<file path="config.mk">
export PLATFORM = sky130hd
export DESIGN_NAME = snapshot_record_deframer_core
export DESIGN_NICKNAME = d
export VERILOG_FILES = /design/src/design/srd_pkg.sv /design/src/design/srd_unpack.sv /design/src/design/snapshot_record_deframer_core.sv
export VERILOG_INCLUDE_DIRS = /design/src /design/src/design
export SDC_FILE = /design/constraint.sdc
export NUM_CORES = 1
export LEC_CHECK = 0
export ABC_AREA = 1
export BUFFER_PORTS_ARGS = -buffer_cell sky130_fd_sc_hd__buf_2
export CORE_MARGIN = 4
export CORE_UTILIZATION = 45
export CTS_BUF_LIST = sky130_fd_sc_hd__clkbuf_16
export CTS_CLUSTER_SIZE = 30
export DETAILED_ROUTE_END_ITERATION = 6
export HOLD_SLACK_MARGIN = 0.02
export PLACE_DENSITY_LB_ADDON = 0.05
export SLEW_MARGIN = 20
export SYNTH_ARGS = -nofsm -noshare
export SYNTH_HDL_FRONTEND = slang
export SYNTH_SLANG_ARGS = --single-unit
</file>
<file path="constraint.sdc">
create_clock -name clk -period 11.6 [get_ports clk]
set_input_delay 0.58 -clock clk [delete_from_list [all_inputs] [get_ports clk]]
set_output_delay 0.58 -clock clk [all_outputs]
set_load 0.01 [all_outputs]
</file>
<file path="src/design/snapshot_record_deframer_core_defines.svh">
// ----------------------------------------------------------------------------
// Snapshot record deframer assertion macros
// Shared assertion wrappers; they compile to nothing when SYNTH is defined.
// ----------------------------------------------------------------------------
`ifndef SNAPSHOT_RECORD_DEFRAMER_CORE_DEFINES_SVH
`define SNAPSHOT_RECORD_DEFRAMER_CORE_DEFINES_SVH

`ifndef SYNTH
// Same-cycle check, clocked on clk, off while rst_n is low.
`define SRD_ASSERT(lbl, prop) \
  lbl: assert property (@(posedge clk) disable iff (!rst_n) (prop)) \
    else $error("srd assertion failed");
// Next-cycle check: cons must hold in the cycle after ante.
`define SRD_ASSERT_NEXT(lbl, ante, cons) \
  lbl: assert property (@(posedge clk) disable iff (!rst_n) (ante) |=> (cons)) \
    else $error("srd next-cycle assertion failed");
`else
`define SRD_ASSERT(lbl, prop)
`define SRD_ASSERT_NEXT(lbl, ante, cons)
`endif

`endif

</file>
<file path="src/design/srd_pkg.sv">
// ----------------------------------------------------------------------------
// srd_pkg
// Types, section codes and record lengths for the snapshot record deframer.
// ----------------------------------------------------------------------------
package srd_pkg;

  typedef logic [7:0] byte_t;

  // Section codes
  localparam logic [2:0] SEC_TYPE       = 3'd0;
  localparam logic [2:0] SEC_HEADER     = 3'd1;
  localparam logic [2:0] SEC_PLAYER     = 3'd2;
  localparam logic [2:0] SEC_MONSTER    = 3'd3;
  localparam logic [2:0] SEC_PROJECTILE = 3'd4;
  localparam logic [2:0] SEC_LOOT       = 3'd5;
  localparam logic [2:0] SEC_SKIP       = 3'd6;

  // Result kinds
  localparam logic [2:0] KIND_HEADER     = 3'd0;
  localparam logic [2:0] KIND_PLAYER     = 3'd1;
  localparam logic [2:0] KIND_MONSTER    = 3'd2;
  localparam logic [2:0] KIND_PROJECTILE = 3'd3;
  localparam logic [2:0] KIND_LOOT       = 3'd4;

  // Lengths in bytes
  localparam logic [4:0] HEADER_LEN     = 5'd9;
  localparam logic [4:0] LEN_PLAYER     = 5'd19;
  localparam logic [4:0] LEN_MONSTER    = 5'd17;
  localparam logic [4:0] LEN_PROJECTILE = 5'd16;
  localparam logic [4:0] LEN_LOOT       = 5'd12;
  localparam int         KEEP_LEN       = 18;
  localparam int         FULL_LEN       = 19;

  typedef logic [KEEP_LEN-1:0][7:0] rec_bytes_t;

  typedef struct packed {
    logic [31:0]        key;
    byte_t              byte_a;
    byte_t              byte_b;
    byte_t              byte_c;
    byte_t              byte_d;
    byte_t              byte_e;
    logic signed [15:0] health;
    logic [31:0]        pos_x_bits;
    logic [31:0]        pos_y_bits;
    logic [15:0]        angle_raw;
    logic [15:0]        speed_raw;
  } srd_result_t;

  typedef struct packed {
    logic [2:0] section;
    byte_t      entries;
  } sec_entry_t;

  // Total length of the header or record gathered under a result kind.
  function automatic logic [4:0] item_len(input logic [2:0] kind);
    logic [4:0] len;
    case (kind)
      KIND_HEADER:     len = HEADER_LEN;
      KIND_PLAYER:     len = LEN_PLAYER;
      KIND_MONSTER:    len = LEN_MONSTER;
      KIND_PROJECTILE: len = LEN_PROJECTILE;
      KIND_LOOT:       len = LEN_LOOT;
      default:         len = HEADER_LEN;
    endcase
    return len;
  endfunction

  // First section at or after start whose count is nonzero; skip if none.
  function automatic sec_entry_t enter_section(input logic [2:0] start,
                                               input byte_t c_player,
                                               input byte_t c_monster,
                                               input byte_t c_proj,
                                               input byte_t c_loot);
    sec_entry_t e;
    if (start <= SEC_PLAYER && c_player != 8'd0) begin
      e = '{SEC_PLAYER, c_player};
    end else if (start <= SEC_MONSTER && c_monster != 8'd0) begin
      e = '{SEC_MONSTER, c_monster};
    end else if (start <= SEC_PROJECTILE && c_proj != 8'd0) begin
      e = '{SEC_PROJECTILE, c_proj};
    end else if (start <= SEC_LOOT && c_loot != 8'd0) begin
      e = '{SEC_LOOT, c_loot};
    end else begin
      e = '{SEC_SKIP, 8'd0};
    end
    return e;
  endfunction

endpackage

</file>
<file path="src/design/srd_unpack.sv">
// ----------------------------------------------------------------------------
// srd_unpack
// Unpacks a complete header or record (stored bytes plus final byte).
// ----------------------------------------------------------------------------
module srd_unpack (
  input  logic [2:0]          kind,
  input  srd_pkg::rec_bytes_t rec,
  input  srd_pkg::byte_t      last_byte,
  output logic                present,
  output srd_pkg::srd_result_t res
);
  import srd_pkg::*;

  logic [FULL_LEN-1:0][7:0] r;
  logic [4:0]               last_idx;

  assign last_idx = item_len(kind) - 5'd1;

  // Final byte goes in place; bytes beyond it are never used.
  always_comb begin
    for (int i = 0; i < FULL_LEN; i++) begin
      if (5'(i) == last_idx) begin
        r[i] = last_byte;
      end else if (i < KEEP_LEN) begin
        r[i] = rec[i];
      end else begin
        r[i] = 8'd0;
      end
    end
  end

  assign present = (r[0] != 8'd0);

  always_comb begin
    res = '0;
    case (kind)
      KIND_HEADER: begin
        res.key    = {r[3], r[2], r[1], r[0]};
        res.byte_a = r[4];
        res.byte_b = r[5];
        res.byte_c = r[6];
        res.byte_d = r[7];
        res.byte_e = r[8];
      end
      KIND_PLAYER: begin
        res.key        = {24'd0, r[1]};
        res.health     = {r[3], r[2]};
        res.pos_x_bits = {r[7], r[6], r[5], r[4]};
        res.pos_y_bits = {r[11], r[10], r[9], r[8]};
        res.angle_raw  = {r[13], r[12]};
        res.byte_a     = r[14];
        res.byte_b     = {7'd0, (r[15] != 8'd0)};
        res.byte_c     = r[16];
        res.byte_d     = r[17];
        res.byte_e     = r[18];
      end
      KIND_MONSTER: begin
        res.key        = {24'd0, r[1]};
        res.byte_a     = r[2];
        res.byte_b     = r[3];
        res.health     = {r[5], r[4]};
        res.pos_x_bits = {r[9], r[8], r[7], r[6]};
        res.pos_y_bits = {r[13], r[12], r[11], r[10]};
        res.angle_raw  = {r[15], r[14]};
        res.byte_c     = r[16];
      end
      KIND_PROJECTILE: begin
        res.key        = {24'd0, r[1]};
        res.byte_a     = r[2];
        res.byte_b     = r[3];
        res.pos_x_bits = {r[7], r[6], r[5], r[4]};
        res.pos_y_bits = {r[11], r[10], r[9], r[8]};
        res.angle_raw  = {r[13], r[12]};
        res.speed_raw  = {r[15], r[14]};
      end
      KIND_LOOT: begin
        res.key        = {24'd0, r[1]};
        res.byte_a     = r[2];
        res.byte_b     = r[3];
        res.pos_x_bits = {r[7], r[6], r[5], r[4]};
        res.pos_y_bits = {r[11], r[10], r[9], r[8]};
      end
      default: res = '0;
    endcase
  end

endmodule

</file>
<file path="src/design/snapshot_record_deframer_core.sv">
// ----------------------------------------------------------------------------
// snapshot_record_deframer_core
// Byte-stream deframer for snapshot packets: header plus four record sections.
// ----------------------------------------------------------------------------
// Takes one packet byte per item (in_tlast on the final byte) and turns each
// snapshot packet into result items: one for the 9-byte header, then one per
// complete player/monster/projectile/loot record whose present byte is
// nonzero. A packet whose first byte differs from cfg_wdata as last written
// (reset 0) is dropped up to its last byte. A record cut short by the end
// of the packet is dropped, and so is everything after it. Rate: one byte
// item per clock while out_tready is high; a result appears on out_* in
// the cycle after the byte that completes it, held in the single output
// register. in_tready drops only while that register is full and not taken.
// ----------------------------------------------------------------------------
`include "snapshot_record_deframer_core_defines.svh"

module snapshot_record_deframer_core (
  input  logic         clk,
  input  logic         rst_n,
  // configuration: snapshot_type
  input  logic         cfg_wen,
  input  logic [7:0]   cfg_wdata,
  // input bytes
  input  logic         in_tvalid,
  output logic         in_tready,
  input  logic [7:0]   in_tdata,   // [7:0] packet_byte
  input  logic         in_tlast,   // end_of_packet
  // results
  output logic         out_tvalid,
  input  logic         out_tready,
  output logic [183:0] out_tdata,  // key, byte_a..byte_e, health, pos_x_bits,
                                   // pos_y_bits, angle_raw, speed_raw (low first)
  output logic [2:0]   out_tuser   // [2:0] record_kind
);
  import srd_pkg::*;

  // Configuration
  byte_t snapshot_type_r;

  // Parse state
  logic [2:0] section_r, section_nxt;
  logic [4:0] pos_r, pos_nxt;      // bytes taken of current header/record
  byte_t      entries_r, entries_nxt;
  logic [2:0][7:0] later_counts_r, later_counts_nxt; // monster, projectile, loot
  rec_bytes_t rec_r;

  // Output register
  logic        out_valid_r;
  logic [2:0]  out_kind_r;
  srd_result_t out_res_r;

  logic        accept;
  logic        store_en;
  logic        emit;
  logic [2:0]  kind;
  logic [4:0]  last_pos;
  logic        present;
  srd_result_t res;
  sec_entry_t  entry;
  byte_t       dec_entries;

  assign in_tready = !out_valid_r || out_tready;
  assign accept    = in_tvalid && in_tready;

  // Result kind follows the section code by one.
  assign kind     = section_r - 3'd1;
  assign last_pos = item_len(kind) - 5'd1;

  srd_unpack u_unpack (
    .kind      (kind),
    .rec       (rec_r),
    .last_byte (in_tdata),
    .present   (present),
    .res       (res)
  );

  always_comb begin
    section_nxt      = section_r;
    pos_nxt          = pos_r;
    entries_nxt      = entries_r;
    later_counts_nxt = later_counts_r;
    store_en         = 1'b0;
    emit             = 1'b0;
    dec_entries      = entries_r - 8'd1;
    entry            = enter_section(SEC_PLAYER, rec_r[5], rec_r[6], rec_r[7], in_tdata);

    case (section_r)
      SEC_TYPE: begin
        section_nxt = (in_tdata == snapshot_type_r) ? SEC_HEADER : SEC_SKIP;
        pos_nxt     = 5'd0;
      end
      SEC_HEADER: begin
        if (pos_r < last_pos) begin
          store_en = 1'b1;
          pos_nxt  = pos_r + 5'd1;
        end else begin
          emit             = 1'b1;
          later_counts_nxt = {in_tdata, rec_r[7], rec_r[6]};
          section_nxt      = entry.section;
          entries_nxt      = entry.entries;
          pos_nxt          = 5'd0;
        end
      end
      SEC_PLAYER, SEC_MONSTER, SEC_PROJECTILE, SEC_LOOT: begin
        if (pos_r < last_pos) begin
          store_en = 1'b1;
          pos_nxt  = pos_r + 5'd1;
        end else begin
          emit        = present;
          pos_nxt     = 5'd0;
          entries_nxt = dec_entries;
          if (dec_entries == 8'd0) begin
            entry = enter_section(section_r + 3'd1, 8'd0, later_counts_r[0],
                                  later_counts_r[1], later_counts_r[2]);
            section_nxt = entry.section;
            entries_nxt = entry.entries;
          end
        end
      end
      default: begin
        // skip: wait for end of packet
      end
    endcase

    if (in_tlast) begin
      section_nxt = SEC_TYPE;
      pos_nxt     = 5'd0;
      entries_nxt = 8'd0;
    end
  end

  // Control state
  always_ff @(posedge clk) begin
    if (!rst_n) begin
      snapshot_type_r <= 8'd0;
      section_r       <= SEC_TYPE;
      pos_r           <= 5'd0;
      entries_r       <= 8'd0;
      out_valid_r     <= 1'b0;
    end else begin
      if (cfg_wen) begin
        snapshot_type_r <= cfg_wdata;
      end
      if (accept) begin
        section_r <= section_nxt;
        pos_r     <= pos_nxt;
        entries_r <= entries_nxt;
      end
      if (accept && emit) begin
        out_valid_r <= 1'b1;
      end else if (out_tready) begin
        out_valid_r <= 1'b0;
      end
    end
  end

  // Payload: byte store, later counts, result
  always_ff @(posedge clk) begin
    if (accept && store_en) begin
      rec_r[pos_r] <= in_tdata;
    end
    if (accept) begin
      later_counts_r <= later_counts_nxt;
    end
    if (accept && emit) begin
      out_kind_r <= kind;
      out_res_r  <= res;
    end
  end

  assign out_tvalid = out_valid_r;
  assign out_tuser  = out_kind_r;
  assign out_tdata  = {out_res_r.speed_raw, out_res_r.angle_raw,
                       out_res_r.pos_y_bits, out_res_r.pos_x_bits,
                       out_res_r.health, out_res_r.byte_e, out_res_r.byte_d,
                       out_res_r.byte_c, out_res_r.byte_b, out_res_r.byte_a,
                       out_res_r.key};

  // Assertions
  `SRD_ASSERT(a_pos_in_record, pos_r < 5'(FULL_LEN))
  `SRD_ASSERT(a_header_pos, section_r != SEC_HEADER || pos_r < HEADER_LEN)
  `SRD_ASSERT(a_records_due, section_r < SEC_PLAYER || section_r > SEC_LOOT || entries_r != 8'd0)
  `SRD_ASSERT_NEXT(a_eop_restart, accept && in_tlast, section_r == SEC_TYPE && pos_r == 5'd0)
  `SRD_ASSERT_NEXT(a_stall_holds_kind, out_valid_r && !out_tready, out_valid_r && $stable(out_kind_r))

endmodule

</file>
======== Word-level counts from Yosys, hierarchy flattened ========
Index checks and enable logic that the tools add are counted.
W data, S select, Z words.
operators by class
  add/sub/neg operators ................... 5
  magnitude comparators ................... 6
  equality and inequality tests ........... 31
  mux-type cells .......................... 57
  bitwise gates (word level) .............. 1
  reductions and logical operators ........ 36
operators with widths
  kind                  number
  $mux W8               24
  $bwmux W144           1
  $pmux W48 S3          1
  $pmux W64 S2          1
  $pmux W16 S2          3
  $reduce_bool A8 Y1    9
  $demux W8 S5          1
  $eq A4 B5 Y1 const A  8
  $mux W10              4
  $mux W11              3
  $pmux W8 S2           2
  $eq A3 B5 Y1 const A  4
  $pmux W5 S4           1
  $eq A5 B5 Y1 const A  3
  $mux W3               5
  $eq A3 B2 Y1 const B  4
  $eq A2 B5 Y1 const A  2
  $mux W5               2
  $pmux W5 S2           1
  $eq A3 B3 Y1 const B  3
  $ne A3 B3 Y1 const B  3
  $pmux W3 S3           1
  $eq A8 B8 Y1          1
  $logic_not A8 Y1      1
  31 further kinds      48
word-level totals
  register bits after elaboration ......... 380
  word-level logic and storage cells ...... 174

======== Depth between registers and ports, before layout ========
Gate-level depths: netlist (run 1).
  depth in word-level cells ............... 11
  gate-level depth with buffers ........... 25
  mapped depth without buffers ............ 24

======== Modules after synthesis ========
From an unflattened synthesis (run 1), not the netlist that was laid out.
unflattened totals
  cells, all modules ...................... 1362
  area total of the unflattened synthesis .. 15906.5 um^2
by module, submodules not included
  module                         times used  cells each  area each (um^2)  sequential area each (um^2)
  snapshot_record_deframer_core  1           859         13576.8           11160.7
  srd_unpack                     1           503         2329.7            0.0

======== Worst setup path before layout (run 1) ========
OpenSTA, ideal clock, no wires.
  path type ............................... reg2reg
  start point ............................. register section_r[0]
  end point ............................... register out_res_r, in the netlist out_tdata[0] (enable)
  library setup time ...................... 0.539 ns
  arrival ................................. 6.593 ns
  required time ........................... 11.061 ns
  setup slack ............................. 4.469 ns
  cell stages (with the launch flop) ...... 19
  cells stage by stage .................... dfxtp_1 inv_1 ha_1 ha_1 buf_6 nand2_4 buf_2 clkbuf_1 ha_1 inv_1 nand2_4 nand2_8 ha_1 nand2_1 a21oi_1 nor2_1 nand2_2 nand4_1 inv_1
on the way
  word-level cells in the longest chain between the ends .. 10
  elaborated cells on any way between the ends .. 21
  those cells by class .................... add/sub (2); order compare (1); eq/ne (9); mux (5); reduce/logical (4)
ends and longest elaborated chain
  item                                  RTL line                                               RTL
  from (decl)                           snapshot_record_deframer_core.sv:41                    logic [2:0] section_r, section_nxt;
  from (signal assigned)                snapshot_record_deframer_core.sv:145                   section_r <= section_nxt;
  $sub A3 B1 Y3 *                       snapshot_record_deframer_core.sv:66                    assign kind = section_r - 3'd1;
  named net kind[0]                     snapshot_record_deframer_core.sv:55                    logic [2:0] kind;
  $eq A3 B3 Y1 (tied with other cells)  srd_pkg.sv:58                                          case (kind)
  $pmux W5 S4 *                         srd_pkg.sv:58
  $sub A5 B1 Y5 *                       srd_unpack.sv:17, snapshot_record_deframer_core.sv:67
  $logic_not A5 Y1                      srd_unpack.sv:22                                       if (5'(i) == last_idx) begin
  $mux W8                               srd_unpack.sv:22
  $reduce_bool A8 Y1                    srd_unpack.sv:32                                       assign present = (r[0] != 8'd0);
  $mux W1                               snapshot_record_deframer_core.sv:105                   if (pos_r < last_pos) begin
  $pmux W1 S2 *                         snapshot_record_deframer_core.sv:87                    case (section_r)
  $logic_and A1 B1 Y1 *                 snapshot_record_deframer_core.sv:165                   if (accept && emit) begin
  to (signal assigned)                  snapshot_record_deframer_core.sv:167                   out_res_r <= res;
  to (decl)                             snapshot_record_deframer_core.sv:50                    srd_result_t out_res_r;
Mark *: on every way through the listed nets, which the timed path passes. The rest lies on a longest branch.
A chain may end at the register's enable or synchronous reset.

======== Worst setup path in the final report (run 1) ========
  start point ............................. register section_r[0]
  end point ............................... register out_res_r, in the netlist out_tdata[100] (enable)
The elaborated chain is that of the path after synthesis.

==> results list, run 1 <==
- The flow ran to the end, and the final reports show no timing, DRC or antenna violations.
- Fraction of layout instances using a drive strength above 1: approximately 20%
* Launch point of the worst path: section_r[0]
- In this run, synthesis produced a sequential element count of 380.
- Register-to-register setup slack: 5.22 ns
- After floorplanning, the core was divided into 69 placement rows.
- Area added between synthesis and finish: 16.9%
* Netlist cell types: 43
- Worst hold margin: approximately 0.26 ns
* Tightest slew margin relative to the limit: a little over a quarter
- The initial antenna violation count came to 0.
- Multi-input gate area in the final layout: approximately 4400 µm²
- Unrepaired setup endpoints after global routing: false
- Leaving out fill and tap cells, the most frequent cells in the layout are sky130_fd_sc_hd__edfxtp_1 (355), sky130_fd_sc_hd__buf_2 (210), sky130_fd_sc_hd__nand2_1 (195).
- The sequential cells in the finished layout cover a total of 11200 µm².
- The clock drives 380 sinks.
- Floorplan die area: slightly below 40000 µm²
- Number of global-route vias before repair: approximately 11000
- CTS tree: yes
* Critical path class: reg -> reg
* Portion of the clock cycle consumed by the worst path in the final layout: 55.0%
- Capture point of the worst reg-to-reg path: out_tdata[100]
* Start of the worst register-to-register path: section_r[0]
- For the worst setup path, the data required time is roughly 12 ns.
* GR Layer Usage met3: under 10%
- At the end of routability-driven placement, the weighted congestion stood at 0.883.
* Synth warnings: 0
- Following the worst setup path forward leads to its endpoint at out_tdata[100].
* Final min period: ~6.4 ns
* M1 GR Usage: approximately a third
- After clock tree synthesis, the clock-pin slew on the worst setup and hold paths is approximately 0.060 ns.
- CTS Root Buffer Type: sky130_fd_sc_hd__clkbuf_16
- Total Wirelength: between 40 and 50 mm
- The library cell used most frequently in the layout, excluding fill and tap cells, is sky130_fd_sc_hd__edfxtp_1.
- Sort of element at the start of the critical path: register
- Worst Max-Slew Pin Slew: between 1 and 1.5 ns
- The H-tree generated during clock tree synthesis spans 2 levels.
- The later pin in the worst-skew pair is clocked with a latency of around 0.55 ns.
- Worst-path maximum fanout: 85
- Final antenna diode count: 0
- Floorplan Core Area: roughly 36000 µm²
- The first global-routing pass estimated slightly below 70 mm of wire.
- The top cell type by area accounts for roughly two thirds of the synthesized area.
- The analysis attributes to cell leakage a power of about 7.3 nW.
* Fraction of the yosys area taken by sequential cells: between 60% and 70%
- Entering global routing, the biggest net connects 97 pins.
* Total gr overflow: 0
- Global-route usage over all layers: 23.3%
- A synthesized cell averages approximately 12 µm².
- The final layout contains approximately 1700 nets.
* Cts repair resizes: 0
- Type of the worst min-delay path: in -> reg
- Leading cell types by total area after synthesis: sky130_fd_sc_hd__edfxtp_1 (65%), sky130_fd_sc_hd__nand2_1 (4.5%), sky130_fd_sc_hd__nor2_1 (4.4%)
* Sum of negative setup slack: 0 ns
- The clock passes through at most 3 buffers.
- Total power for the finished layout comes to 4.15 mW.
* Worst reg-to-reg path cell count: 20
* Die height: roughly 200 µm
- # Post-CTS Setup Buffers: 0
- After synthesis the cells add up to 16300 µm².
- The count of nets left with antenna violations once routing finished came out at 0.
- Power per standard cell area: ~220 nW/µm²
- Gate count of the mapped netlist: about 1400
- Most Used Layer, Global Route: met2
- Counting every net in the synthesized netlist gives about 1500.
* Effective utilization at floorplan: 45.8%
* HPWL after DPL: 32.1 mm
- The worst-case IR drop observed on VDD is between 0.1 and 0.15 mV.
- # fillers: 3143
* Via count: 11629
* Number of remaining DRC errors: 0
- Across the routed clock network, the largest skew measured is about 0.016 ns.
- For this run, the top clock speed supported by timing is around 0.16 GHz.
* Vias per std cell: approximately 5.5
* Met2 usage: between 30% and 40%
- Across the run, the number of max-cap violations was 0.
* Count of endpoints failing setup in the final report: 0
* Data arrival time of the worst path: ~6.5 ns
* Category of the worst setup path capture point: register
- sky130_fd_sc_hd__edfxtp_1 takes more of the synthesized area than any other cell.
* Total clock buffers created by CTS: just over 40
* Average wire per cell in the routed design: 22.4 µm
- Buffers placed on the I/O ports in this run total 210.
- Pre-antenna DRT Iters: 6
- The max-slew violation count was 0.
- Violation count after the first detailed-route iteration: ~1300
- Final number of hold-violating endpoints: 0
- # IOs: between 200 and 250
* Post-CTS Hold Fix Bufs: 0
* DIE WIDTH: 199 µm
power breakdown:
| group | internal, mW | switching, mW | total (mW) |
|---|---|---|---|
| Clock | 0.733 | 0.523 | 1.26 |
| Combinational | 0.351 | 0.889 | 1.24 |
| Sequential | 1.63 | 0.0236 | 1.65 |
| Total | 2.71 | 1.44 | 4.15 |
worst max-delay path, cell delays in order (launching register included):
cell	delay, ns
sky130_fd_sc_hd__dfxtp_1	0.38
sky130_fd_sc_hd__inv_1	0.13
sky130_fd_sc_hd__ha_1	0.25
sky130_fd_sc_hd__ha_1	0.72
sky130_fd_sc_hd__nand2_4	0.33
sky130_fd_sc_hd__nand2_1	0.26
sky130_fd_sc_hd__inv_1	0.12
sky130_fd_sc_hd__nor2_1	0.22
sky130_fd_sc_hd__ha_1	0.23
sky130_fd_sc_hd__inv_1	0.11
sky130_fd_sc_hd__nand2_4	0.11
sky130_fd_sc_hd__nand2_8	0.09
sky130_fd_sc_hd__ha_1	0.32
sky130_fd_sc_hd__nand2_1	0.05
sky130_fd_sc_hd__a21oi_1	0.12
sky130_fd_sc_hd__nor2_1	0.08
sky130_fd_sc_hd__nand2_2	0.14
sky130_fd_sc_hd__nand4_1	0.23
sky130_fd_sc_hd__inv_6	0.58
sky130_fd_sc_hd__buf_4	0.65
sky130_fd_sc_hd__buf_4	0.69
registers in the layout (all words and copies together), names as in the netlist:
| name | count |
|---|---|
| pos_r | 5 |
| later_counts_r | 24 |
| snapshot_type_r | 8 |
| section_r | 3 |
| out_tuser | 3 |
| out_tvalid | 1 |
| rec_r | 144 |
| entries_r | 8 |
| out_tdata | 184 |
metrics by stage:
stage | instances | setup slack [ns] | area (µm²) | utilization, %
3_3_place_gp | 2041 | 5.51 | 17800 | 50.0
5_1_grt | 2114 | 4.69 | 19100 | 53.6
2_1_floorplan | 1416 | 4.47 | 16300 | -
4_1_cts | 2114 | 5.24 | 19100 | 53.6
3_5_place_dp | 2041 | 5.27 | 17800 | 50.0
6_report | 2114 | 5.22 | 19100 | 53.6
cells in the mapped netlist:
| cell | number |
|---|---|
| sky130_fd_sc_hd__a21oi_1 | 63 |
| sky130_fd_sc_hd__o221ai_1 | 8 |
| sky130_fd_sc_hd__o21ai_2 | 3 |
| sky130_fd_sc_hd__nand2_1 | 196 |
| sky130_fd_sc_hd__o22ai_1 | 111 |
| sky130_fd_sc_hd__ha_1 | 22 |
| sky130_fd_sc_hd__o21a_1 | 5 |
| sky130_fd_sc_hd__nand2_2 | 6 |
| sky130_fd_sc_hd__inv_4 | 2 |
| sky130_fd_sc_hd__or2_2 | 8 |
| sky130_fd_sc_hd__o21ai_1 | 38 |
| sky130_fd_sc_hd__a22oi_1 | 3 |
| sky130_fd_sc_hd__o21ai_4 | 1 |
| sky130_fd_sc_hd__buf_2 | 16 |
| sky130_fd_sc_hd__nand3b_1 | 2 |
| sky130_fd_sc_hd__nand3_4 | 3 |
| sky130_fd_sc_hd__nand2_4 | 5 |
| sky130_fd_sc_hd__and2_1 | 1 |
| sky130_fd_sc_hd__nand4_2 | 1 |
| sky130_fd_sc_hd__nand3_1 | 68 |
| sky130_fd_sc_hd__a21oi_2 | 9 |
| sky130_fd_sc_hd__dfxtp_1 | 25 |
| sky130_fd_sc_hd__o22ai_2 | 1 |
| sky130_fd_sc_hd__nor2_1 | 192 |
| sky130_fd_sc_hd__nor2_4 | 2 |
| sky130_fd_sc_hd__a21o_1 | 1 |
| sky130_fd_sc_hd__o21ai_0 | 55 |
| sky130_fd_sc_hd__nor2_8 | 2 |
| sky130_fd_sc_hd__o21bai_1 | 1 |
| sky130_fd_sc_hd__inv_1 | 121 |
| sky130_fd_sc_hd__buf_6 | 4 |
| sky130_fd_sc_hd__xnor2_1 | 8 |
| sky130_fd_sc_hd__clkbuf_1 | 40 |
| sky130_fd_sc_hd__nor4_1 | 2 |
| sky130_fd_sc_hd__nand2_8 | 2 |
| sky130_fd_sc_hd__nor3_1 | 7 |
| sky130_fd_sc_hd__nor2_2 | 5 |
| sky130_fd_sc_hd__edfxtp_1 | 355 |
| sky130_fd_sc_hd__nand4_1 | 7 |
| sky130_fd_sc_hd__xor2_1 | 4 |
| sky130_fd_sc_hd__inv_2 | 5 |
| sky130_fd_sc_hd__clkinv_1 | 5 |
| sky130_fd_sc_hd__buf_4 | 1 |
worst min-delay path by stage:
stage	from	endpoint	slack [ns]	cells past startpoint
finish	cfg_wdata[1]	snapshot_type_r[1]	0.26	3
global route	cfg_wdata[7]	snapshot_type_r[7]	0.27	3
CTS	cfg_wdata[1]	snapshot_type_r[1]	0.24	3
detailed placement	rec_r[59]	later_counts_r[11]	0.44	0
global placement	rec_r[59]	later_counts_r[11]	0.47	0
floorplan	rec_r[59]	later_counts_r[11]	0.43	0
layer usage:
| metal | vias up | part of all wire (%) |
|---|---|---|
| met3 | 78 | 7.8 |
| met1 | 5587 | 45 |
| met5 | - | 0 |
| met4 | 0 | 2.5 |
| met2 | 509 | 45 |
| li1 | 5455 | - |
area by class of cell:
type                            count  share of cell area, %
Inverter                          133                   2.67
Tap cell                          461                   3.02
Clock buffer                       43                   5.63
Sequential cell                   380                   58.4
Timing Repair Buffer              225                   6.09
Multi-Input combinational cell    842                   23.1
Clock inverter                     30                   1.09
cell families (layout without fill, tap and decap cells):
group,count (synthesis),in the layout,share of synthesized area (%)
buffers and inverters,194,431,4.82
AOI/OAI and AO/OA,299,299,10.7
DFF,380,380,68.3
adders and majority gates,22,22,1.69
xor gates and xnor gates,12,12,0.643
and+or+nand+nor,509,509,13.8
(Power assumes the default switching activity.)
==> run 2: changes to the inputs <==
==> constraint.sdc (replaced) <==
create_clock -name clk -period 5.6 [get_ports clk]
set_input_delay 0.28 -clock clk [delete_from_list [all_inputs] [get_ports clk]]
set_output_delay 0.28 -clock clk [all_outputs]
set_load 0.01 [all_outputs]
==> results list, run 2 (synthesized netlist as in run 1, its figures left out) <==
* Status: complete, no violations
- Area added between synthesis and finish: 18.7%
- Pre-CTS setup slack: around 1.1 ns
- The die covers slightly below 40000 µm².
- Net switching is ~35% of the power.
- # Post-CTS Setup Buffers: 0
- Average wire per cell in the routed design: approximately 22 µm
* Standby leakage power: 7.36 nW
* Capture point of the worst reg-to-reg path: rec_r[92]
- The tool flagged a number of max-cap violations equal to 0.
- Final number of hold-violating endpoints: 0
- Flip-flop count of the largest register after layout: around 180
- Highest achievable clock rate: roughly 0.22 GHz
- CTS tree: yes
- Fraction of layout instances using a drive strength above 1: around 22%
- The clock tree synthesis step divided the H-tree into 2 levels.
- Vias per std cell: between 5 and 6
- The max-slew violation count came to 0.
- Data on the critical path arrives at its endpoint at around 4.7 ns.
- The library cell used most frequently in the layout, excluding fill and tap cells, is sky130_fd_sc_hd__edfxtp_1.
- Max IR drop VDD: around 0.25 mV
- In the routed design, unresolved DRC markers number 0.
- Total gr overflow: 0
* Sum of negative setup slack: 0 ns
- Effective utilization at floorplan: about 46%
- In this run the power spent charging and discharging nets is between 3 and 4 mW.
- Along the worst hold path, the cell count comes to 4.
* Flip-flop and latch area: between 10000 and 15000 µm²
- At the end of the flow, the number of nets in the layout was about 1700.
* Global-route usage over all layers: a little under a quarter
- Final min period: 4.51 ns
- In this run the worst path has a maximum fanout of between 90 and 100.
- The floorplan step defined a core boundary enclosing 35700 µm².
- Total placed cells including tap cells: about 2000
- Pin count of the biggest net entering global routing: approximately 110
- Setup violations remaining at the end of the flow were counted as 0.
* # IOs: 211
* Number of global-route vias before repair: about 11000
* Port Buf Inserts: 210
- The detail route stage leaves a number of antenna-violating nets equal to 0.
* Via count: roughly 12000
- Leaving out filler cells and counting taps, the final layout contains roughly 2100.
- Sort of element at the start of the critical path: register
- Worst Max-Slew Pin Slew: roughly 0.9 ns
- Across all register-to-register paths, the minimum setup slack is 1.09 ns.
- Startpoint of the most critical hold path: out_tready
- Measured along the x axis, the die boundary spans 199 µm.
- The path class of the tightest hold or removal check is in -> reg.
- Pre-antenna DRT Iters: 6
- CTS Root Buffer Type: sky130_fd_sc_hd__clkbuf_16
- Start of the worst register-to-register path: section_r[0]
* Violation count after the first detailed-route iteration: 1276
* Total clock sinks: 380
- Total Wirelength: approximately 47 mm
- The clock arrives with approximately 0.025 ns of skew.
- Site row count: 69
- Unrepaired setup endpoints after global routing: false
- The top cell types in the final layout, fill and taps aside, are sky130_fd_sc_hd__edfxtp_1 (355), sky130_fd_sc_hd__buf_2 (210), sky130_fd_sc_hd__nand2_1 (193).
- Counting the fill cells in the layout gives approximately 3100.
* Placer's final routability congestion estimate: between 0.8 and 0.9
* Worst reg-to-reg path cell count: 20
- Total clock buffers created by CTS: 41
- The initial antenna violation count came to 0.
- The number of antenna diodes in the final layout is 0.
- Internal power comes to slightly below 6 mW.
- Required time of the critical path: approximately 5.8 ns
- In this run the tightest slew margin relative to its limit is about two fifths.
- Across all setup checks in the final design, the least slack found is around 1.1 ns.
- Seq pwr share: roughly two fifths
- STA classifies the critical path endpoint as a register.
* Power per standard cell area: roughly 460 nW/µm²
- From bottom edge to top edge, the die measures slightly below 200 µm.
- Portion of the clock cycle consumed by the worst path in the final layout: approximately 81%
- The design draws between 8 and 9 mW.
- Hold is met by between 0.09 and 0.1 ns.
- Combinational logic burns 30.0% of the power.
* Multi-input gate area in the final layout: 4500 µm²
* HPWL after DPL: 32.5 mm
- Clock slew seen by the registers of the worst setup and hold paths: around 0.060 ns
- Max Root-Sink Buffers: 3
* Proportion of power drawn by the clock network: between 30% and 40%
* Global-route wire length before repair: roughly 70 mm
- Min-Delay Endpoint: out_tvalid
- Worst-skew pair later-pin latency: about 0.56 ns
- Critical path class: reg -> reg
-- run 2: through the flow --
step	cell area, µm²	utilization, %
after floorplan	16500	-
after global placement	17900	50.3
after detailed placement	17900	50.3
after CTS	19400	54.4
after global routing	19400	54.4
final	19400	54.4
-- run 2: final cells by class --
type                       instances  area share, %
clock buffer                      41           5.29
clock inverter                    34           1.83
inverter                         133           2.64
multi-input combinational        842           23.2
sequential                       380           57.6
tap                              461           2.97
timing repair buffer             232           6.50
-- run 2: what timing repair did --
action | in CTS | in global routing
endpoints found under the setup margin | 0 | 0
hold endpoints to repair | 8 | 0
hold buffers | 8 | 0
resized for setup | 0 | 0
-- run 2: how the worst max path moves through the flow --
stage                 start            to  slack, ns  cells past startpoint
2_1_floorplan  section_r[0]  out_tdata[0]      -0.03                     17
6_report       section_r[0]     rec_r[92]       1.09                     20
5_1_grt        section_r[0]     rec_r[90]       0.83                     20
4_1_cts        section_r[0]     rec_r[90]       1.10                     20
3_3_place_gp   section_r[0]     rec_r[10]       1.16                     20
3_5_place_dp   section_r[0]     rec_r[11]       1.11                     20
-- run 2: routing by layer --
metal	up-vias	track usage (%)	share of wire (%)
met5	-	0	0
met1	5561	35.0	45
met4	0	5.85	2.1
met2	554	35.6	44
met3	67	4.40	9.0
li1	5476	-	-
-- run 2: critical path: stages (launching register included) --
cell and delay (ns):
sky130_fd_sc_hd__dfxtp_2 0.37, sky130_fd_sc_hd__inv_4 0.06, sky130_fd_sc_hd__ha_4 0.17, sky130_fd_sc_hd__ha_4 0.43
sky130_fd_sc_hd__nand2_8 0.36, sky130_fd_sc_hd__nand2_8 0.34, sky130_fd_sc_hd__nor2_4 0.07, sky130_fd_sc_hd__ha_4 0.17
sky130_fd_sc_hd__inv_4 0.07, sky130_fd_sc_hd__nand2_4 0.07, sky130_fd_sc_hd__nand2_8 0.12, sky130_fd_sc_hd__ha_4 0.22
sky130_fd_sc_hd__nand2_2 0.05, sky130_fd_sc_hd__a21oi_2 0.05, sky130_fd_sc_hd__nor2_2 0.14, sky130_fd_sc_hd__nand2_2 0.12
sky130_fd_sc_hd__inv_2 0.09, sky130_fd_sc_hd__o21ai_2 0.07, sky130_fd_sc_hd__nor2_2 0.15, sky130_fd_sc_hd__nand2_1 0.26
sky130_fd_sc_hd__nor2_1 0.64
-- run 2: power groups by stage --
| stage | clock network, mW | registers, mW | logic, mW |
|---|---|---|---|
| after floorplan | 0 | 3.49 | 1.94 |
| after global placement | 0 | 3.48 | 2.62 |
| after detailed placement | 0 | 3.48 | 2.64 |
| after CTS | 2.79 | 3.42 | 2.65 |
| after global routing | 2.91 | 3.43 | 2.91 |
| final | 2.76 | 3.42 | 2.65 |
==> run 3: changes to the inputs <==
==> constraint.sdc (replaced) <==
create_clock -name clk -period 3.72 [get_ports clk]
set_input_delay 0.186 -clock clk [delete_from_list [all_inputs] [get_ports clk]]
set_output_delay 0.186 -clock clk [all_outputs]
set_load 0.01 [all_outputs]
==> results list, run 3 (synthesized netlist as in run 1, its figures left out) <==
* Count of endpoints failing setup in the final report: 0
- Violation count after the first detailed-route iteration: 1338
* Pin count of the biggest net entering global routing: 97
- The clock tree synthesis step divided the H-tree into 2 levels.
* Category of the worst setup path capture point: register
- Global-route usage over all layers: between 20% and 30%
* Internal Dissipation: 8.95 mW
* Required time of the critical path: slightly below 4 ns
* Number of global-route vias before repair: 11304
- Of the total power, the share spent switching nets is between 30% and 40%.
- In the routed design, unresolved DRC markers number 0.
- The routed design could run at a clock period as short as between 3 and 4 ns.
- The register with the most flip-flops in the layout has 184 of them.
- Final antenna diode count: 0
- From bottom edge to top edge, the die measures just under 200 µm.
* Vias per std cell: approximately 5.4
- Worst-skew pair later-pin latency: between 0.5 and 0.6 ns
- In the final routed layout, each cell accounts on average for 21.9 µm.
- Startpoint of the most critical hold path: in_tdata[4]
- Total clock sinks: 380
* Highest achievable clock rate: 0.284 GHz
- The library cell used most frequently in the layout, excluding fill and tap cells, is sky130_fd_sc_hd__edfxtp_1.
- For the pin with the worst max-slew slack, the measured transition is approximately 1.0 ns.
- Final core utilization: a little under three fifths
- Port buffering added 210 buffers.
* CP cell instances: inv_4, ha_4, ha_4, inv_2, nand2_2, nand2_2, inv_2, nor2_4, ha_4, inv_4, o21ai_4, ha_4, a21o_1, nor2_2, nand2_2, inv_2, o21ai_2, nor2_4, nand2_2, nor2_1, buf_4
* Sum of internal, switching and leakage power: ~14 mW
- Share of power burned in combinational logic: between 30 and 40%
- Once layout is complete, the cells apart from fillers number between 2000 and 2500.
- The worst register-to-register path has a setup slack of around 0.20 ns.
- The max-slew violation count is 0.
* Critical path class: reg -> reg
* Floorplan Core Area: ~36000 µm²
* Capture point of the worst reg-to-reg path: rec_r[8]
- Cells with a size suffix above 1 make up 23.9% of the layout.
* Final number of hold-violating endpoints: 0
- The worst register-to-register path has a depth of 21.
- Across the routed clock network, the largest skew measured is 0.0249 ns.
- The tool flagged a number of max-cap violations equal to 0.
- For this design the static power due to leakage is approximately 7.7 nW.
- Counting instances, the worst hold path has a depth of 1.
- Measured along the x axis, the die boundary spans 199 µm.
* Seq pwr share: between 30 and 40%
* Pre-CTS setup slack: between 0.09 and 0.1 ns
- The path class of the tightest hold or removal check is in -> reg.
- Area added between synthesis and finish: 22.1%
- Floorplan die area: between 30000 and 40000 µm²
- For hold timing, the worst endpoint is rec_r[12].
- Tightest slew margin relative to the limit: 30.1%
* Portion of the clock cycle consumed by the worst path in the final layout: between 90% and 100%
- The top cell types in the final layout, fill and taps aside, are sky130_fd_sc_hd__edfxtp_1 (355), sky130_fd_sc_hd__buf_2 (210), sky130_fd_sc_hd__nand2_1 (190).
* Effective utilization at floorplan: about 46%
- The initial antenna violation count is 0.
- The final route contains 11856 vias.
* Net switching power: 4.66 mW
* Data arrival time of the worst path: around 3.8 ns
- After layout, the worst setup slack is around 0.20 ns.
* Total placed cells including tap cells: approximately 2100
- Clock slew seen by the registers of the worst setup and hold paths: around 0.060 ns
* # IOs: between 200 and 250
- The worst setup path is launched from a register.
- Proportion of power drawn by the clock network: 31.4%
- Site row count: just under 70
- Max incr delay on CP: around 0.38 ns
* Pre-antenna DRT Iters: 5
- Max IR drop VDD: 0.607 mV
* Unrepaired setup endpoints after global routing: false
- In the final timing run, aggregate negative setup slack is 0 ns.
* HPWL after DPL: between 30 and 40 mm
- TritonCTS built the clock tree.
- Routability-driven placement finished with a final weighted congestion of 0.886.
- The slowest stage of the critical path is the sky130_fd_sc_hd__dfxtp_2 cell.
* Status: complete, no violations
* Worst-path maximum fanout: 8
* Power per standard cell area: between 600 and 700 nW/µm²
- After detailed routing, the total wire length is approximately 48 mm.
* Global-route wire length before repair: ~70 mm
- The startpoint identified for the worst register-to-register timing path is section_r[0].
* CTS Root Buffer Type: sky130_fd_sc_hd__clkbuf_16
- The net count of the finished layout is 1728.
* Number of routed nets with antenna violations: 0
- Max Root-Sink Buffers: 3
* Total clock buffers created by CTS: between 40 and 50
* Total gr overflow: 0
==> run 3: cell count changes in the layout (fill, tap and decap cells not counted), moves of 2 or more <==
| cell | before | now |
|---|---|---|
| sky130_fd_sc_hd__dlygate4sd3_1 | 8 | 18 |
| sky130_fd_sc_hd__clkbuf_16 | 41 | 44 |
| sky130_fd_sc_hd__buf_12 | 2 | 6 |
| sky130_fd_sc_hd__clkinvlp_4 | 4 | 1 |
| sky130_fd_sc_hd__nand2_2 | 9 | 11 |
| sky130_fd_sc_hd__nand2_1 | 193 | 190 |
| sky130_fd_sc_hd__buf_4 | 12 | 50 |
| sky130_fd_sc_hd__clkinv_2 | 6 | 9 |
==> run 3: per-layer routing <==
| metal | part of all wire, % | GRT usage (%) | vias up |
|---|---|---|---|
| met1 | 45 | 35.8 | 5637 |
| met5 | 0 | 0 | - |
| li1 | - | - | 5568 |
| met4 | 3.1 | 7.78 | 0 |
| met3 | 8.7 | 4.79 | 82 |
| met2 | 43 | 35.6 | 569 |
==> run 3: metrics by stage <==
step           hold slack, ns  instance area [µm²]
3_5_place_dp            0.414                18300
3_3_place_gp            0.407                18300
2_1_floorplan           0.285                16500
5_1_grt                0.0525                19900
4_1_cts                0.0487                19900
6_report               0.0665                19900
==> run 3: worst max-delay path by stage <==
stage                            start       endpoint  slack (ns)  cells after the start
after floorplan           section_r[0]   out_tdata[0]       -1.91                     17
after global placement    section_r[0]       rec_r[8]        0.16                     22
after detailed placement  section_r[0]      rec_r[93]        0.09                     21
after CTS                 section_r[0]      rec_r[94]        0.08                     21
after global routing      section_r[0]  out_tdata[63]        0.01                     20
final                     section_r[0]       rec_r[8]        0.20                     21
==> run 3: critical path: cells and delay by family (launching register included) <==
kind,cells,cell delay [ns]
compound gates,3,0.31
fa+ha+maj,4,0.95
buf+inv,6,0.60
flops,1,0.38
simple gates,8,0.98
==> run 3: area by class of cell <==
class / count / area (µm²)
clock buffers: 44 / 1100
repair buffers: 284 / 1730
inverters: 133 / 513
flip-flops and latches: 380 / 11200
clock inverters: 34 / 342
fillers: 3068 / 15700
multi-input cells: 842 / 4520
well taps: 461 / 577
==> run 3: power groups by stage <==
stage	sequential (mW)	combinational [mW]	clock, mW
floorplan	5.26	2.92	0
global placement	5.24	4.09	0
detailed placement	5.25	4.12	0
CTS	5.16	4.15	4.36
global route	5.17	4.58	4.55
finish	5.16	4.18	4.27
==> run 3: timing repair <==
item / 4_1_cts / 5_1_grt
hold buffers: 18 / 0
setup endpoints to repair: 0 / 72
endpoints found under the hold margin: 12 / 0
setup buffers: 0 / 0
resized for setup: 0 / 5
